===== config.mk =====
export PLATFORM = sky130hd
export DESIGN_NAME = binary_input_change_interval_monitor_core_flat
export DESIGN_NICKNAME = d
export VERILOG_FILES = /design/src/rtl/bicim_pkg.sv /design/src/rtl/bicim_req_if.sv /design/src/rtl/bicim_rsp_if.sv /design/src/rtl/binary_input_change_interval_monitor_core.sv /design/src/rtl/bicim_mul.sv /design/src/rtl/bicim_div.sv /design/src/rtl/bicim_ring.sv /design/src/flat_wrapper.sv
export SDC_FILE = /design/constraint.sdc
export NUM_CORES = 2
export LEC_CHECK = 0
export ABC_AREA = 1
export BUFFER_PORTS_ARGS = -buffer_cell sky130_fd_sc_hd__buf_2
export CORE_MARGIN = 3
export CORE_UTILIZATION = 35
export CTS_BUF_LIST = sky130_fd_sc_hd__clkbuf_16
export DETAILED_ROUTE_END_ITERATION = 8
export PLACE_DENSITY = 0.55
export SYNTH_ARGS = -nofsm -noshare
export SYNTH_HDL_FRONTEND = slang
export SYNTH_HIERARCHICAL = 1
export SYNTH_SLANG_ARGS = --single-unit

===== constraint.sdc =====
create_clock -name clock -period 37 [get_ports clock]
set_input_delay 1.85 -clock clock [delete_from_list [all_inputs] [get_ports clock]]
set_output_delay 1.85 -clock clock [all_outputs]
set_load 0.02 [all_outputs]

===== src/rtl/bicim_pkg.sv =====
// Shared widths, codes and state types of the change interval monitor.
`timescale 1ns / 1ps
`default_nettype none
package bicim_pkg;

   localparam int STATUS_W    = 2;
   localparam int RUN_TICKS_W = 32;
   localparam int INTERVAL_W  = 42;
   localparam int SUM_W       = 46;
   localparam int PERIOD_W    = 10;
   localparam int DEPTH_W     = 5;
   localparam int CSR_IDX_W   = 1;
   localparam int MUL_CNT_W   = $clog2(PERIOD_W);
   localparam int DIV_CNT_W   = $clog2(SUM_W);

   localparam logic [STATUS_W-1:0] STATUS_LOW    = 2'd0;
   localparam logic [STATUS_W-1:0] STATUS_HIGH   = 2'd1;
   localparam logic [STATUS_W-1:0] STATUS_FAILED = 2'd2;

   localparam logic [CSR_IDX_W-1:0] CSR_UPDATE_PERIOD = 1'b0;
   localparam logic [CSR_IDX_W-1:0] CSR_HISTORY_DEPTH = 1'b1;

   localparam logic [PERIOD_W-1:0] PERIOD_RESET = 10'd100;
   localparam logic [DEPTH_W-1:0]  DEPTH_RESET  = 5'd10;

   typedef enum logic [2:0] {
      ST_IDLE,
      ST_MUL,
      ST_RING,
      ST_DIV,
      ST_RESULT
   } mon_state_type;

   typedef enum logic [1:0] {
      RING_IDLE,
      RING_WAIT,
      RING_ADD
   } ring_state_type;

   typedef struct packed {
      logic               done;
      logic [DEPTH_W-1:0] count;
   } ring_sts_type;

endpackage
`default_nettype wire


===== src/rtl/bicim_req_if.sv =====
// Request channel carrying one binary sample and its read status.
`timescale 1ns / 1ps
`default_nettype none
interface bicim_req_if;
   logic valid;
   logic ready;
   logic sample_value;
   logic read_failed;

   modport source (output valid, output sample_value, output read_failed, input ready);
   modport sink (input valid, input sample_value, input read_failed, output ready);
endinterface
`default_nettype wire


===== src/rtl/bicim_rsp_if.sv =====
// Response channel carrying status, run length and interval statistics.
`timescale 1ns / 1ps
`default_nettype none
interface bicim_rsp_if;
   import bicim_pkg::*;

   logic                   valid;
   logic                   ready;
   logic [STATUS_W-1:0]    sensor_status;
   logic [RUN_TICKS_W-1:0] run_ticks;
   logic                   level_changed;
   logic [INTERVAL_W-1:0]  last_interval_ms;
   logic [INTERVAL_W-1:0]  average_interval_ms;
   logic [DEPTH_W-1:0]     intervals_held;

   modport source (
      output valid, output sensor_status, output run_ticks, output level_changed,
      output last_interval_ms, output average_interval_ms, output intervals_held,
      input ready
   );
   modport sink (
      input valid, input sensor_status, input run_ticks, input level_changed,
      input last_interval_ms, input average_interval_ms, input intervals_held,
      output ready
   );
endinterface
`default_nettype wire


===== src/rtl/binary_input_change_interval_monitor_core.sv =====
// Change interval monitor: run counter, interval ring and running average.
// Usage:
//   req_chan takes one sample per update tick with its read-failed flag.
//   rsp_chan returns exactly one response per request: level status, run
//   length in ticks, a level-changed flag, the last interval in ms, the
//   average interval in ms and the number of intervals held.
//   csr_we/csr_index/csr_wdata write the update period (index 0) and the
//   history depth (index 1); write them only while the block is idle.
// Sequencing:
//   One request is in flight at a time. Failed reads, first samples and
//   unchanged levels go from acceptance straight to the response stage.
//   A level change that leaves two or more intervals held runs the
//   bit-serial multiply by the period, the ring sum over the held
//   intervals (one memory read port), the bit-serial divide and then the
//   response stage. With fewer held the divide is skipped.
// Reset:
//   Clears status to failed, the run counter, ring fill and statistics;
//   period returns to 100 ms and depth to 10. Ring contents are not cleared.
// Backpressure:
//   The response register holds while rsp_chan.ready is low; a new request
//   is still accepted and computed, then waits for the register to free.
`timescale 1ns / 1ps
`default_nettype none
module binary_input_change_interval_monitor_core #(
   parameter int MAX_HISTORY = 16,
   parameter int COUNT_WIDTH = 32
) (
   input  wire                                clock,
   input  wire                                reset,
   input  wire                                csr_we,
   input  wire [bicim_pkg::CSR_IDX_W-1:0]     csr_index,
   input  wire [bicim_pkg::PERIOD_W-1:0]      csr_wdata,
   bicim_req_if.sink                          req_chan,
   bicim_rsp_if.source                        rsp_chan
);
   import bicim_pkg::*;

   localparam logic [COUNT_WIDTH-1:0] COUNT_LIMIT = {{(COUNT_WIDTH-1){1'b1}}, 1'b0};

   mon_state_type          state_ff;
   mon_state_type          state_in;
   logic [PERIOD_W-1:0]    period_ff;
   logic [DEPTH_W-1:0]     depth_ff;
   logic                   prev_level_ff;
   logic                   have_sample_ff;
   logic [STATUS_W-1:0]    status_ff;
   logic [COUNT_WIDTH-1:0] tick_ff;
   logic                   changed_ff;
   logic [INTERVAL_W-1:0]  last_interval_ff;
   logic [INTERVAL_W-1:0]  average_ff;

   logic                   rsp_valid_ff;
   logic [STATUS_W-1:0]    rsp_status_ff;
   logic [RUN_TICKS_W-1:0] rsp_ticks_ff;
   logic                   rsp_changed_ff;
   logic [INTERVAL_W-1:0]  rsp_last_ff;
   logic [INTERVAL_W-1:0]  rsp_average_ff;
   logic [DEPTH_W-1:0]     rsp_held_ff;

   logic                   req_ready;
   logic                   req_fire;
   logic                   good;
   logic                   change_hit;
   logic                   mul_start;
   logic                   mul_done;
   logic [INTERVAL_W-1:0]  product;
   logic                   ring_start;
   ring_sts_type           ring_sts;
   logic [SUM_W-1:0]       ring_sum;
   logic                   div_start;
   logic                   div_done;
   logic [INTERVAL_W-1:0]  quotient;
   logic                   rsp_load;

   assign req_fire   = req_chan.valid && req_ready;
   assign good       = !req_chan.read_failed;
   assign change_hit = good && have_sample_ff && (req_chan.sample_value != prev_level_ff);

   always_comb begin
      state_in = state_ff;
      case (state_ff)
         ST_IDLE: begin
            if (req_fire) begin
               state_in = change_hit ? ST_MUL : ST_RESULT;
            end
         end
         ST_MUL: begin
            if (mul_done) begin
               state_in = ST_RING;
            end
         end
         ST_RING: begin
            if (ring_sts.done) begin
               state_in = (ring_sts.count > DEPTH_W'(1)) ? ST_DIV : ST_RESULT;
            end
         end
         ST_DIV: begin
            if (div_done) begin
               state_in = ST_RESULT;
            end
         end
         ST_RESULT: begin
            if (rsp_load) begin
               state_in = ST_IDLE;
            end
         end
         default: begin
            state_in = ST_IDLE;
         end
      endcase
   end

   always_comb begin
      req_ready  = 1'b0;
      mul_start  = 1'b0;
      ring_start = 1'b0;
      div_start  = 1'b0;
      rsp_load   = 1'b0;
      case (state_ff)
         ST_IDLE: begin
            req_ready = 1'b1;
            mul_start = req_chan.valid && change_hit;
         end
         ST_MUL: begin
            ring_start = mul_done;
         end
         ST_RING: begin
            div_start = ring_sts.done && (ring_sts.count > DEPTH_W'(1));
         end
         ST_RESULT: begin
            rsp_load = !rsp_valid_ff || rsp_chan.ready;
         end
         default: begin
            req_ready = 1'b0;
         end
      endcase
   end

   assign req_chan.ready = req_ready;

   // configuration
   always_ff @(posedge clock) begin
      if (reset) begin
         period_ff <= PERIOD_RESET;
         depth_ff  <= DEPTH_RESET;
      end else if (csr_we) begin
         case (csr_index)
            CSR_UPDATE_PERIOD: period_ff <= csr_wdata;
            CSR_HISTORY_DEPTH: depth_ff  <= csr_wdata[DEPTH_W-1:0];
            default: period_ff <= period_ff;
         endcase
      end
   end

   always_ff @(posedge clock) begin
      if (reset) begin
         state_ff         <= ST_IDLE;
         prev_level_ff    <= 1'b0;
         have_sample_ff   <= 1'b0;
         status_ff        <= STATUS_FAILED;
         tick_ff          <= '0;
         changed_ff       <= 1'b0;
         last_interval_ff <= '0;
         average_ff       <= '0;
      end else begin
         state_ff <= state_in;
         if (req_fire) begin
            changed_ff <= change_hit;
            if (good) begin
               prev_level_ff  <= req_chan.sample_value;
               have_sample_ff <= 1'b1;
               status_ff      <= req_chan.sample_value ? STATUS_HIGH : STATUS_LOW;
               if (!have_sample_ff || change_hit) begin
                  tick_ff <= '0;
               end else if (tick_ff != COUNT_LIMIT) begin
                  tick_ff <= tick_ff + 1'b1;
               end
            end else begin
               status_ff <= STATUS_FAILED;
            end
         end
         if (ring_start) begin
            last_interval_ff <= product;
         end
         if ((state_ff == ST_DIV) && div_done) begin
            average_ff <= quotient;
         end
      end
   end

   // response register
   always_ff @(posedge clock) begin
      if (reset) begin
         rsp_valid_ff <= 1'b0;
      end else if (rsp_load) begin
         rsp_valid_ff <= 1'b1;
      end else if (rsp_chan.ready) begin
         rsp_valid_ff <= 1'b0;
      end
   end

   always_ff @(posedge clock) begin
      if (rsp_load) begin
         rsp_status_ff  <= status_ff;
         rsp_ticks_ff   <= RUN_TICKS_W'(tick_ff);
         rsp_changed_ff <= changed_ff;
         rsp_last_ff    <= last_interval_ff;
         rsp_average_ff <= average_ff;
         rsp_held_ff    <= ring_sts.count;
      end
   end

   assign rsp_chan.valid               = rsp_valid_ff;
   assign rsp_chan.sensor_status       = rsp_status_ff;
   assign rsp_chan.run_ticks           = rsp_ticks_ff;
   assign rsp_chan.level_changed       = rsp_changed_ff;
   assign rsp_chan.last_interval_ms    = rsp_last_ff;
   assign rsp_chan.average_interval_ms = rsp_average_ff;
   assign rsp_chan.intervals_held      = rsp_held_ff;

   bicim_mul #(
      .COUNT_WIDTH (COUNT_WIDTH)
   ) u_mul (
      .clock        (clock),
      .reset        (reset),
      .start        (mul_start),
      .multiplicand (tick_ff),
      .multiplier   (period_ff),
      .done         (mul_done),
      .product      (product)
   );

   bicim_ring #(
      .MAX_HISTORY (MAX_HISTORY)
   ) u_ring (
      .clock    (clock),
      .reset    (reset),
      .start    (ring_start),
      .interval (product),
      .depth    (depth_ff),
      .sts      (ring_sts),
      .sum      (ring_sum)
   );

   bicim_div u_div (
      .clock    (clock),
      .reset    (reset),
      .start    (div_start),
      .dividend (ring_sum),
      .divisor  (ring_sts.count),
      .done     (div_done),
      .quotient (quotient)
   );
endmodule
`default_nettype wire


===== src/rtl/bicim_mul.sv =====
// Bit-serial shift-add multiplier: run length times update period.
`timescale 1ns / 1ps
`default_nettype none
module bicim_mul #(
   parameter int COUNT_WIDTH = 32
) (
   input  wire                                clock,
   input  wire                                reset,
   input  wire                                start,
   input  wire [COUNT_WIDTH-1:0]              multiplicand,
   input  wire [bicim_pkg::PERIOD_W-1:0]      multiplier,
   output logic                               done,
   output logic [bicim_pkg::INTERVAL_W-1:0]   product
);
   import bicim_pkg::*;

   logic                  busy_ff;
   logic                  done_ff;
   logic [MUL_CNT_W-1:0]  cnt_ff;
   logic [INTERVAL_W-1:0] mcand_ff;
   logic [PERIOD_W-1:0]   mplier_ff;
   logic [INTERVAL_W-1:0] acc_ff;
   logic                  last_step;

   assign last_step = (cnt_ff == MUL_CNT_W'(PERIOD_W - 1));

   always_ff @(posedge clock) begin
      if (reset) begin
         busy_ff <= 1'b0;
         done_ff <= 1'b0;
      end else begin
         done_ff <= busy_ff && last_step;
         if (start) begin
            busy_ff <= 1'b1;
         end else if (busy_ff && last_step) begin
            busy_ff <= 1'b0;
         end
      end
   end

   always_ff @(posedge clock) begin
      if (start) begin
         cnt_ff    <= '0;
         mcand_ff  <= INTERVAL_W'(multiplicand);
         mplier_ff <= multiplier;
         acc_ff    <= '0;
      end else if (busy_ff) begin
         cnt_ff    <= cnt_ff + 1'b1;
         mcand_ff  <= {mcand_ff[INTERVAL_W-2:0], 1'b0};
         mplier_ff <= {1'b0, mplier_ff[PERIOD_W-1:1]};
         if (mplier_ff[0]) begin
            acc_ff <= acc_ff + mcand_ff;
         end
      end
   end

   assign done    = done_ff;
   assign product = acc_ff;
endmodule
`default_nettype wire


===== src/rtl/bicim_div.sv =====
// Bit-serial restoring divider: interval sum over ring fill.
`timescale 1ns / 1ps
`default_nettype none
module bicim_div (
   input  wire                                clock,
   input  wire                                reset,
   input  wire                                start,
   input  wire [bicim_pkg::SUM_W-1:0]         dividend,
   input  wire [bicim_pkg::DEPTH_W-1:0]       divisor,
   output logic                               done,
   output logic [bicim_pkg::INTERVAL_W-1:0]   quotient
);
   import bicim_pkg::*;

   logic                 busy_ff;
   logic                 done_ff;
   logic [DIV_CNT_W-1:0] cnt_ff;
   logic [SUM_W-1:0]     quo_ff;
   logic [DEPTH_W-1:0]   rem_ff;
   logic [DEPTH_W-1:0]   div_ff;
   logic [DEPTH_W:0]     trial;
   logic [DEPTH_W:0]     diff;
   logic                 fits;
   logic                 last_step;

   assign trial     = {rem_ff, quo_ff[SUM_W-1]};
   assign diff      = trial - {1'b0, div_ff};
   assign fits      = (trial >= {1'b0, div_ff});
   assign last_step = (cnt_ff == DIV_CNT_W'(SUM_W - 1));

   always_ff @(posedge clock) begin
      if (reset) begin
         busy_ff <= 1'b0;
         done_ff <= 1'b0;
      end else begin
         done_ff <= busy_ff && last_step;
         if (start) begin
            busy_ff <= 1'b1;
         end else if (busy_ff && last_step) begin
            busy_ff <= 1'b0;
         end
      end
   end

   always_ff @(posedge clock) begin
      if (start) begin
         cnt_ff <= '0;
         quo_ff <= dividend;
         rem_ff <= '0;
         div_ff <= divisor;
      end else if (busy_ff) begin
         cnt_ff <= cnt_ff + 1'b1;
         quo_ff <= {quo_ff[SUM_W-2:0], fits};
         rem_ff <= fits ? diff[DEPTH_W-1:0] : trial[DEPTH_W-1:0];
      end
   end

   assign done     = done_ff;
   assign quotient = quo_ff[INTERVAL_W-1:0];
endmodule
`default_nettype wire


===== src/rtl/bicim_ring.sv =====
// Interval ring: push the newest interval and sum the held entries serially.
`timescale 1ns / 1ps
`default_nettype none
module bicim_ring #(
   parameter int MAX_HISTORY = 16
) (
   input  wire                                clock,
   input  wire                                reset,
   input  wire                                start,
   input  wire [bicim_pkg::INTERVAL_W-1:0]    interval,
   input  wire [bicim_pkg::DEPTH_W-1:0]       depth,
   output bicim_pkg::ring_sts_type            sts,
   output logic [bicim_pkg::SUM_W-1:0]        sum
);
   import bicim_pkg::*;

   localparam int IDX_W = $clog2(MAX_HISTORY);
   localparam logic [IDX_W-1:0]   LAST_IDX  = IDX_W'(MAX_HISTORY - 1);
   localparam logic [DEPTH_W-1:0] MAX_DEPTH =
      DEPTH_W'((MAX_HISTORY > 31) ? 31 : MAX_HISTORY);

   ring_state_type        state_ff;
   ring_state_type        state_in;
   logic [IDX_W-1:0]      head_ff;
   logic [IDX_W-1:0]      head_in;
   logic [DEPTH_W-1:0]    count_ff;
   logic [DEPTH_W-1:0]    count_in;
   logic [DEPTH_W-1:0]    remain_ff;
   logic [IDX_W-1:0]      rd_addr_ff;
   logic [INTERVAL_W-1:0] rd_data_ff;
   logic [SUM_W-1:0]      sum_ff;
   logic                  done_ff;
   logic [DEPTH_W-1:0]    depth_eff;
   logic [DEPTH_W:0]      count_inc;
   logic                  push_en;
   logic                  add_en;
   logic                  last_add;

   logic [INTERVAL_W-1:0] ring_mem [MAX_HISTORY];

   assign depth_eff = (depth > MAX_DEPTH) ? MAX_DEPTH : depth;
   assign count_inc = {1'b0, count_ff} + 1'b1;
   assign count_in  = (count_inc > {1'b0, depth_eff}) ? depth_eff : count_inc[DEPTH_W-1:0];
   assign head_in   = (head_ff == LAST_IDX) ? '0 : head_ff + 1'b1;

   always_comb begin
      state_in = state_ff;
      case (state_ff)
         RING_IDLE: begin
            if (push_en && (count_in > DEPTH_W'(1))) begin
               state_in = RING_WAIT;
            end
         end
         RING_WAIT: begin
            state_in = RING_ADD;
         end
         RING_ADD: begin
            if (last_add) begin
               state_in = RING_IDLE;
            end else begin
               state_in = RING_WAIT;
            end
         end
         default: begin
            state_in = RING_IDLE;
         end
      endcase
   end

   always_comb begin
      push_en  = 1'b0;
      add_en   = 1'b0;
      last_add = 1'b0;
      case (state_ff)
         RING_IDLE: begin
            push_en = start;
         end
         RING_ADD: begin
            add_en   = 1'b1;
            last_add = (remain_ff == DEPTH_W'(1));
         end
         default: begin
            push_en = 1'b0;
         end
      endcase
   end

   always_ff @(posedge clock) begin
      if (reset) begin
         state_ff <= RING_IDLE;
         head_ff  <= '0;
         count_ff <= '0;
         done_ff  <= 1'b0;
      end else begin
         state_ff <= state_in;
         done_ff  <= (push_en && (count_in <= DEPTH_W'(1))) || last_add;
         if (push_en) begin
            head_ff  <= head_in;
            count_ff <= count_in;
         end
      end
   end

   always_ff @(posedge clock) begin
      if (push_en) begin
         rd_addr_ff <= head_in;
         sum_ff     <= '0;
         remain_ff  <= count_in;
      end else if (add_en) begin
         sum_ff     <= sum_ff + SUM_W'(rd_data_ff);
         remain_ff  <= remain_ff - 1'b1;
         rd_addr_ff <= (rd_addr_ff == '0) ? LAST_IDX : rd_addr_ff - 1'b1;
      end
   end

   always_ff @(posedge clock) begin
      if (push_en) begin
         ring_mem[head_in] <= interval;
      end
   end

   always_ff @(posedge clock) begin
      rd_data_ff <= ring_mem[rd_addr_ff];
   end

   assign sts.done  = done_ff;
   assign sts.count = count_ff;
   assign sum       = sum_ff;
endmodule
`default_nettype wire


===== src/flat_wrapper.sv =====
// flat-port wrapper written by rule: the top's interface ports become plain ports
module binary_input_change_interval_monitor_core_flat import bicim_pkg::*;
#(
   parameter int MAX_HISTORY = 16,
   parameter int COUNT_WIDTH = 32
)
  (clock, reset, csr_we, csr_index, csr_wdata, req_chan_valid, req_chan_sample_value, req_chan_read_failed, req_chan_ready, rsp_chan_valid, rsp_chan_sensor_status, rsp_chan_run_ticks, rsp_chan_level_changed, rsp_chan_last_interval_ms, rsp_chan_average_interval_ms, rsp_chan_intervals_held, rsp_chan_ready);
  bicim_req_if req_chan_i ();
  bicim_rsp_if rsp_chan_i ();
  input  wire clock;
  input  wire reset;
  input  wire csr_we;
  input  wire [bicim_pkg::CSR_IDX_W-1:0] csr_index;
  input  wire [bicim_pkg::PERIOD_W-1:0] csr_wdata;
  input wire logic [$bits(req_chan_i.valid)-1:0] req_chan_valid;
  input wire logic [$bits(req_chan_i.sample_value)-1:0] req_chan_sample_value;
  input wire logic [$bits(req_chan_i.read_failed)-1:0] req_chan_read_failed;
  output wire logic [$bits(req_chan_i.ready)-1:0] req_chan_ready;
  output wire logic [$bits(rsp_chan_i.valid)-1:0] rsp_chan_valid;
  output wire logic [$bits(rsp_chan_i.sensor_status)-1:0] rsp_chan_sensor_status;
  output wire logic [$bits(rsp_chan_i.run_ticks)-1:0] rsp_chan_run_ticks;
  output wire logic [$bits(rsp_chan_i.level_changed)-1:0] rsp_chan_level_changed;
  output wire logic [$bits(rsp_chan_i.last_interval_ms)-1:0] rsp_chan_last_interval_ms;
  output wire logic [$bits(rsp_chan_i.average_interval_ms)-1:0] rsp_chan_average_interval_ms;
  output wire logic [$bits(rsp_chan_i.intervals_held)-1:0] rsp_chan_intervals_held;
  input wire logic [$bits(rsp_chan_i.ready)-1:0] rsp_chan_ready;
  assign req_chan_i.valid = req_chan_valid;
  assign req_chan_i.sample_value = req_chan_sample_value;
  assign req_chan_i.read_failed = req_chan_read_failed;
  assign req_chan_ready = req_chan_i.ready;
  assign rsp_chan_valid = rsp_chan_i.valid;
  assign rsp_chan_sensor_status = rsp_chan_i.sensor_status;
  assign rsp_chan_run_ticks = rsp_chan_i.run_ticks;
  assign rsp_chan_level_changed = rsp_chan_i.level_changed;
  assign rsp_chan_last_interval_ms = rsp_chan_i.last_interval_ms;
  assign rsp_chan_average_interval_ms = rsp_chan_i.average_interval_ms;
  assign rsp_chan_intervals_held = rsp_chan_i.intervals_held;
  assign rsp_chan_i.ready = rsp_chan_ready;
  binary_input_change_interval_monitor_core #(.MAX_HISTORY(MAX_HISTORY), .COUNT_WIDTH(COUNT_WIDTH)) u_core (.clock(clock), .reset(reset), .csr_we(csr_we), .csr_index(csr_index), .csr_wdata(csr_wdata), .req_chan(req_chan_i), .rsp_chan(rsp_chan_i));
endmodule

=== Word-level counts from Yosys, hierarchy flattened ===
Memory sizes are Yosys's and may differ from the RTL's. A register that Yosys moved wholly into a read port is not among the register bits.
Index checks and enable logic that the tools add are counted.

* Flip-flop bits (word level): 495
* Memory bits (writable): 672
* Bits of input ports: 18
* Word-level logic and storage cells: 152
* Memories: 1

* Add/sub/neg operators: 10
* Order comparisons: 6
* Equality and inequality tests: 18
* Mux-type cells: 46
* Bitwise operators: 2
* Reductions and logical operators: 32

{| class="wikitable"
|+ Memory list
! memory !! depth !! width !! read ports !! clocked after memory_dff !! wr ports !! RTL line !! source
|-
| u_core.u_ring.ring_mem || 16 || 42 || 1 || 1 || 1 || bicim_ring.sv:39 || <nowiki>logic [INTERVAL_W-1:0] ring_mem [MAX_HISTORY];</nowiki>
|}

{| class="wikitable"
|+ Operators by type and width
! operator !! count
|-
| $mux W32 || 4
|-
| $mux W46 || 2
|-
| $add A46 B42 Y46 || 1
|-
| $add A42 B42 Y42 || 1
|-
| $add A32 B1 Y32 const B || 1
|-
| $ne A32 B32 Y1 const B || 1
|-
| $mux W5 || 5
|-
| $mux W3 || 7
|-
| $mux W10 || 2
|-
| $mux W1 || 18
|-
| $mux W4 || 4
|-
| $pmux W3 S5 || 1
|-
| $reduce_bool A2 Y1 || 7
|-
| $gt A5 B1 Y1 const B || 2
|-
| $logic_and A1 B1 Y1 || 10
|-
| $add A4 B1 Y4 const B || 2
|-
| $eq A4 B4 Y1 const B || 2
|-
| $ne A2 B2 Y1 const B || 4
|-
| $reduce_and A2 Y1 || 4
|-
| $add A5 B1 Y6 const B || 1
|-
| $add A6 B1 Y6 const B || 1
|-
| $eq A3 B2 Y1 const B || 2
|-
| $eq A6 B6 Y1 const B || 1
|-
| $ge A6 B5 Y1 || 1
|-
| other kinds (23) || 30
|}

=== Logic depth before layout (Yosys ltp) ===
* Depth in word-level cells: 8
* Mapped depth: 18

=== Hierarchy ===
Netlist, hierarchy kept.

{| class="wikitable"
|+ Modules (own cells, without submodules)
! module !! times used !! cells each !! area an instance (sq um) !! seq. area each (sq um)
|-
| bicim_ring || 1 || 2933 || 32990.4 || 22451.5
|-
| binary_input_change_interval_monitor_core || 1 || 959 || 9775.6 || 6526.3
|-
| bicim_mul || 1 || 1113 || 7111.8 || 2422.3
|-
| bicim_div || 1 || 357 || 3233.1 || 1791.7
|}

=== Worst setup path after synthesis ===
No wires, ideal clock.

* Path type: input to register
* Start: input port rsp_chan_ready
* End: register u_core.rsp_average_ff[0], in the netlist u_core/rsp_chan.average_interval_ms[0] (enable)
* Library setup time: 914 ps
* Arrival: 13626 ps
* Required time: 36086 ps
* Setup slack: 22460 ps
* Cell stages on the path: 2
* Buffers on the path: 0
* Cells stage by stage: nor2_1 -> nor4_1

* Word-level cells in the longest chain between the ends: 2

{| class="wikitable"
|+ Ends and longest elaborated chain
! element !! RTL line !! source
|-
| start, declared || flat_wrapper.sv:26 || <nowiki>input wire logic [$bits(rsp_chan_i.ready)-1:0] rsp_chan_ready;</nowiki>
|-
| $logic_or A1 B1 Y1 || binary_input_change_interval_monitor_core.sv:131 || <nowiki>rsp_load = !rsp_valid_ff || rsp_chan.ready;</nowiki>
|-
| $mux W1 || binary_input_change_interval_monitor_core.sv:119 || <nowiki>case (state_ff)</nowiki>
|-
| net u_core.rsp_load || binary_input_change_interval_monitor_core.sv:73 || <nowiki>logic rsp_load;</nowiki>
|-
| end signal, assigned || binary_input_change_interval_monitor_core.sv:208 || <nowiki>rsp_average_ff <= average_ff;</nowiki>
|-
| end, declared || binary_input_change_interval_monitor_core.sv:57 || <nowiki>logic [INTERVAL_W-1:0] rsp_average_ff;</nowiki>
|}

The timed path passes the listed nets, and every way through them passes these cells.
A chain may end at the register's enable or synchronous reset.

=== Worst setup path after layout ===
* Start: register u_core.state_ff[1]
* End: memory u_core.u_ring.ring_mem[4][20] (enable)

* Word-level cells in the longest chain between the ends: 5

{| class="wikitable"
|+ Ends and longest elaborated chain
! element !! RTL line !! source
|-
| start, declared || binary_input_change_interval_monitor_core.sv:40 || <nowiki>mon_state_type state_ff;</nowiki>
|-
| start signal, assigned || binary_input_change_interval_monitor_core.sv:166 || <nowiki>state_ff <= state_in;</nowiki>
|-
| $eq A3 B1 Y1 || binary_input_change_interval_monitor_core.sv:119 ||
|-
| $mux W1 || binary_input_change_interval_monitor_core.sv:119 ||
|-
| $mux W1 || bicim_ring.sv:74 || <nowiki>case (state_ff)</nowiki>
|-
| $mux W1 || bicim_ring.sv:117 || <nowiki>if (push_en) begin</nowiki>
|-
| $mux W1 (implied by the code) || bicim_ring.sv:118 || <nowiki>ring_mem[head_in] <= interval;</nowiki>
|-
| end, declared || bicim_ring.sv:39 ||
|}

Every way passes these cells.

==> impl_metrics.py <==
metrics = {
    "power_and_ir_drop": {
        "p_clk_frac": 0.353,
        "peakVddDrop_v": 0.0000478,
        "seq_power_share": 0.498,
        "power_density_nw_per_um2": 60.9,
        "pwr-share-comb": 0.150,
        "leakagePower_nw": 23.0,
        "switching_power_mw": 1.09,
        "intPower_mw": 2.55,
        "swShare": 0.299,
    },
    "logic_synthesis": {
        "ys_seq_area_frac": 0.625,
        "synth_edf_count": 898,
        "synth_flop_cell": "edfxtp_1",
        "yosysWarnings": 6,
        "syn-cell-area_um2": 53100,
        "ys_async_sr_fraction": 0,
        "synth_cell_type_count": 54,
        "synth_area_per_cell_um2": 9.91,
        "ys_ff_latch": 1209,
        "netlist_instances": 5362,
        "synth.net_count": 5492,
    },
    "final_layout": {
        "drive_above_1_share": 0.0965,
        "final_area_um2": 59800,
        "area_growth_pct": 12.7,
        "final_nets": 5545,
        "post-route-util": 0.398,
        "fillers": 14800,
    },
    "clock_tree": {
        "htree_levels": 4,
        "cts.repair.resized": 0,
        "cts.clk_slew.worst_paths_ns": 0.06,
        "clock_path_buffers": 3,
        "cts_root_buf": "clkbuf_16",
        "cts_setup_buffers": 0,
        "cts_buffers": 130,
        "cts_sinks": 1209,
        "cts-hold-fix-buffers": 0,
        "clk_latency_ns": 0.76,
        "tritoncts": "done",
    },
    "global_routing": {
        "grt_overflow": 0,
        "grt_usage": 0.181,
        "grt_pass1_wl_um": 219000,
        "antenna_found_initial": 8,
        "grt_max_degree": 194,
        "grt_pass1_vias": 35600,
    },
    "sta": {
        "whs_ns": 0.412,
        "finalCritPeriodShare": 0.109,
        "setup-tns-final_ns": 0,
        "hold_viol": 0,
        "fin_worst_skew_ns": 0.0307,
        "finalCriticalPeriod_ns": 4.02,
        "tightest_slew_ns": 1.17,
        "fmax_mhz": 249,
        "slew-limit-headroom": 0.220,
        "drv_slew": 0,
        "rsz0062_at_grt": "no",
        "setup_viol": 0,
        "worst_slack_ns": 32.98,
    },
    "setup_path": {
        "cp-end-kind": "flip-flop",
        "crit_path_start_kind": "flip-flop",
        "cpMaxStageDelayCell": "nor2_4",
        "worstPathCellList": "nor2_1 -> nand2_1 -> nor2_4 -> buf_4 -> nand2_2 -> buf_4 -> clkinv_1 -> nand2_1 -> nor2_4 -> buf_4",
        "path_max_fanout": 61,
        "crit_type": "flip-flop to flip-flop",
        "path_delay_family": "buffers and inverters",
        "worst_ep_arrival_time_ns": 4.40,
        "cpMostUsedCell": "buf_4",
        "path_buf_inv": 4,
        "cpPeakStageDelay_ns": 0.67,
        "worstPathRequired_ns": 37.38,
    },
    "routing": {
        "route.vias.total": 37800,
        "drc": 0,
        "ant_nets": 0,
        "dr.pass1.iters": 5,
        "vias_per_cell": 5.02,
        "drt_iter0_drc": 3049,
        "wl_per_cell_um": 19.2,
        "routed_wl_um": 145000,
    },
    "run": {
        "cap_viol_max_count": 0,
    },
    "die": {
        "coreArea_um2": 150000,
        "die_y_um": 396,
        "rows": 142,
        "start_util": 0.353,
        "die_area_um2": 156000,
        "ios": 144,
        "fp.dieW_um": 396,
    },
    "min_path": {
        "hold_path.class": "flip-flop to flip-flop",
    },
    "placed_design": {
        "gp_congestion": 0.938,
        "pre_cts_ws_ns": 32.21,
        "place_area_um2": 55600,
        "place.port_buffers": 143,
        "dpl.hpwl_um": 90300,
    },
    "run_status": {
        "outcome": "finished, final reports clean",
    },
}
through the flow:
stage / total power [mW] / cells
2_1_floorplan: 2.15 / 5362
3_3_place_gp: 2.38 / 7299
3_5_place_dp: 2.39 / 7299
4_1_cts: 3.68 / 7537
5_1_grt: 3.82 / 7537
6_report: 3.64 / 7539
state kept, by name (all words and copies together) (netlist names), 5 cells and up:
register,cells
u_core/average_ff,42
u_core/depth_ff,5
u_core/last_interval_ff,42
u_core/period_ff,10
u_core/rsp_chan.average_interval_ms,42
u_core/rsp_chan.intervals_held,5
u_core/rsp_chan.last_interval_ms,42
u_core/rsp_chan.run_ticks,32
u_core/tick_ff,32
u_core/u_div/cnt_ff,6
u_core/u_div/div_ff,5
u_core/u_div/quo_ff,46
u_core/u_div/rem_ff,5
u_core/u_mul/mcand_ff,42
u_core/u_mul/mplier_ff,10
u_core/u_mul/product,42
u_core/u_ring/count_ff,5
u_core/u_ring/rd_data_ff,42
u_core/u_ring/remain_ff,5
u_core/u_ring/ring_mem,672
u_core/u_ring/sum,46
metal layers:
metal	up-vias	track usage	wire length [µm]
met3	165	0.0241	7380
met1	18400	0.253	66500
met2	918	0.296	68000
met5	-	0	0
met4	0	0.0471	2800
li1	18300	-	-
synthesized netlist by cell type, types with 6 or more instances:
library cell,count,area share
nand2_1,1095,0.077
edfxtp_1,898,0.51
nor2_1,817,0.058
o21ai_0,505,0.048
inv_1,413,0.029
dfxtp_1,311,0.12
nand3_1,241,0.023
a21oi_1,177,0.017
clkbuf_1,142,0.010
o22ai_1,111,0.013
ha_1,109,0.026
buf_2,64,0.0060
o221ai_1,57,0.0094
xor2_1,53,0.0087
buf_4,51,0.0072
o21bai_1,41,0.0058
nand2_2,33,0.0039
o211ai_1,29,0.0041
nor3_1,26,0.0024
nor2_2,25,0.0029
nand4_1,20,0.0024
o21ai_1,19,0.0018
a21oi_2,15,0.0025
nand3_2,15,0.0028
buf_1,11,0.00078
inv_2,10,0.00071
xnor2_1,8,0.0013
nor2_4,7,0.0015
nor3b_2,6,0.0014
power by group through the flow:
stage	logic, mW	registers [mW]	clock network (mW)
finish	0.545	1.81	1.28
global route	0.612	1.83	1.37
CTS	0.541	1.82	1.32
detailed placement	0.538	1.85	0
global placement	0.535	1.84	0
floorplan	0.354	1.80	0
path summary, 6_finish.rpt:
check / from / to / slack, ns / depth (start not counted)
max: u_core/state_ff[1] / u_core/u_ring/ring_mem[4][20] / 32.98 / 10
min: u_core/average_ff[15] / u_core/rsp_chan.average_interval_ms[15] / 0.41 / 0
max reg2reg: u_core/state_ff[1] / u_core/u_ring/ring_mem[4][20] / 32.98 / 10
min reg2reg: u_core/average_ff[15] / u_core/rsp_chan.average_interval_ms[15] / 0.41 / 0
layout make-up:
type / instances / area, µm² / area share
sequential: 1209 / 33200 / 0.555
multi-input combinational: 3450 / 17100 / 0.286
clock buffer: 134 / 3350 / 0.0560
tap: 2016 / 2520 / 0.0422
inverter: 429 / 1620 / 0.0271
timing repair buffer: 195 / 1150 / 0.0192
clock inverter: 104 / 861 / 0.0144
antenna: 2 / 5.00 / 0.0000836
worst register-to-register path, delay by kind of cell, from the launching register on:
kind                   cells  cell delay, ns
buffers and inverters      4            1.73
AND/OR/NAND/NOR            6            1.51
flip-flops                 1            0.39
cells in the final DEF, fill, tap and decap left out, types with 35 or more instances in the layout:
| cell type | n |
|---|---|
| nand2_1 | 1093 |
| a21oi_1 | 177 |
| nand3_1 | 241 |
| dfxtp_1 | 311 |
| edfxtp_1 | 898 |
| o21bai_1 | 41 |
| xor2_1 | 53 |
| nor2_1 | 796 |
| buf_4 | 50 |
| o22ai_1 | 111 |
| inv_1 | 439 |
| ha_1 | 109 |
| o21ai_0 | 505 |
| nand2_2 | 35 |
| o221ai_1 | 57 |
| clkbuf_16 | 134 |
| buf_2 | 142 |
cells by family after synthesis:
kind of cell	count (synthesis)	share of synthesized area
xor+xnor	61	0.0101
buf+inv	703	0.0558
simple gates	2307	0.179
fa+ha+maj	112	0.0268
compound gates	970	0.103
flops	1209	0.625
(Power assumes the default switching activity.)
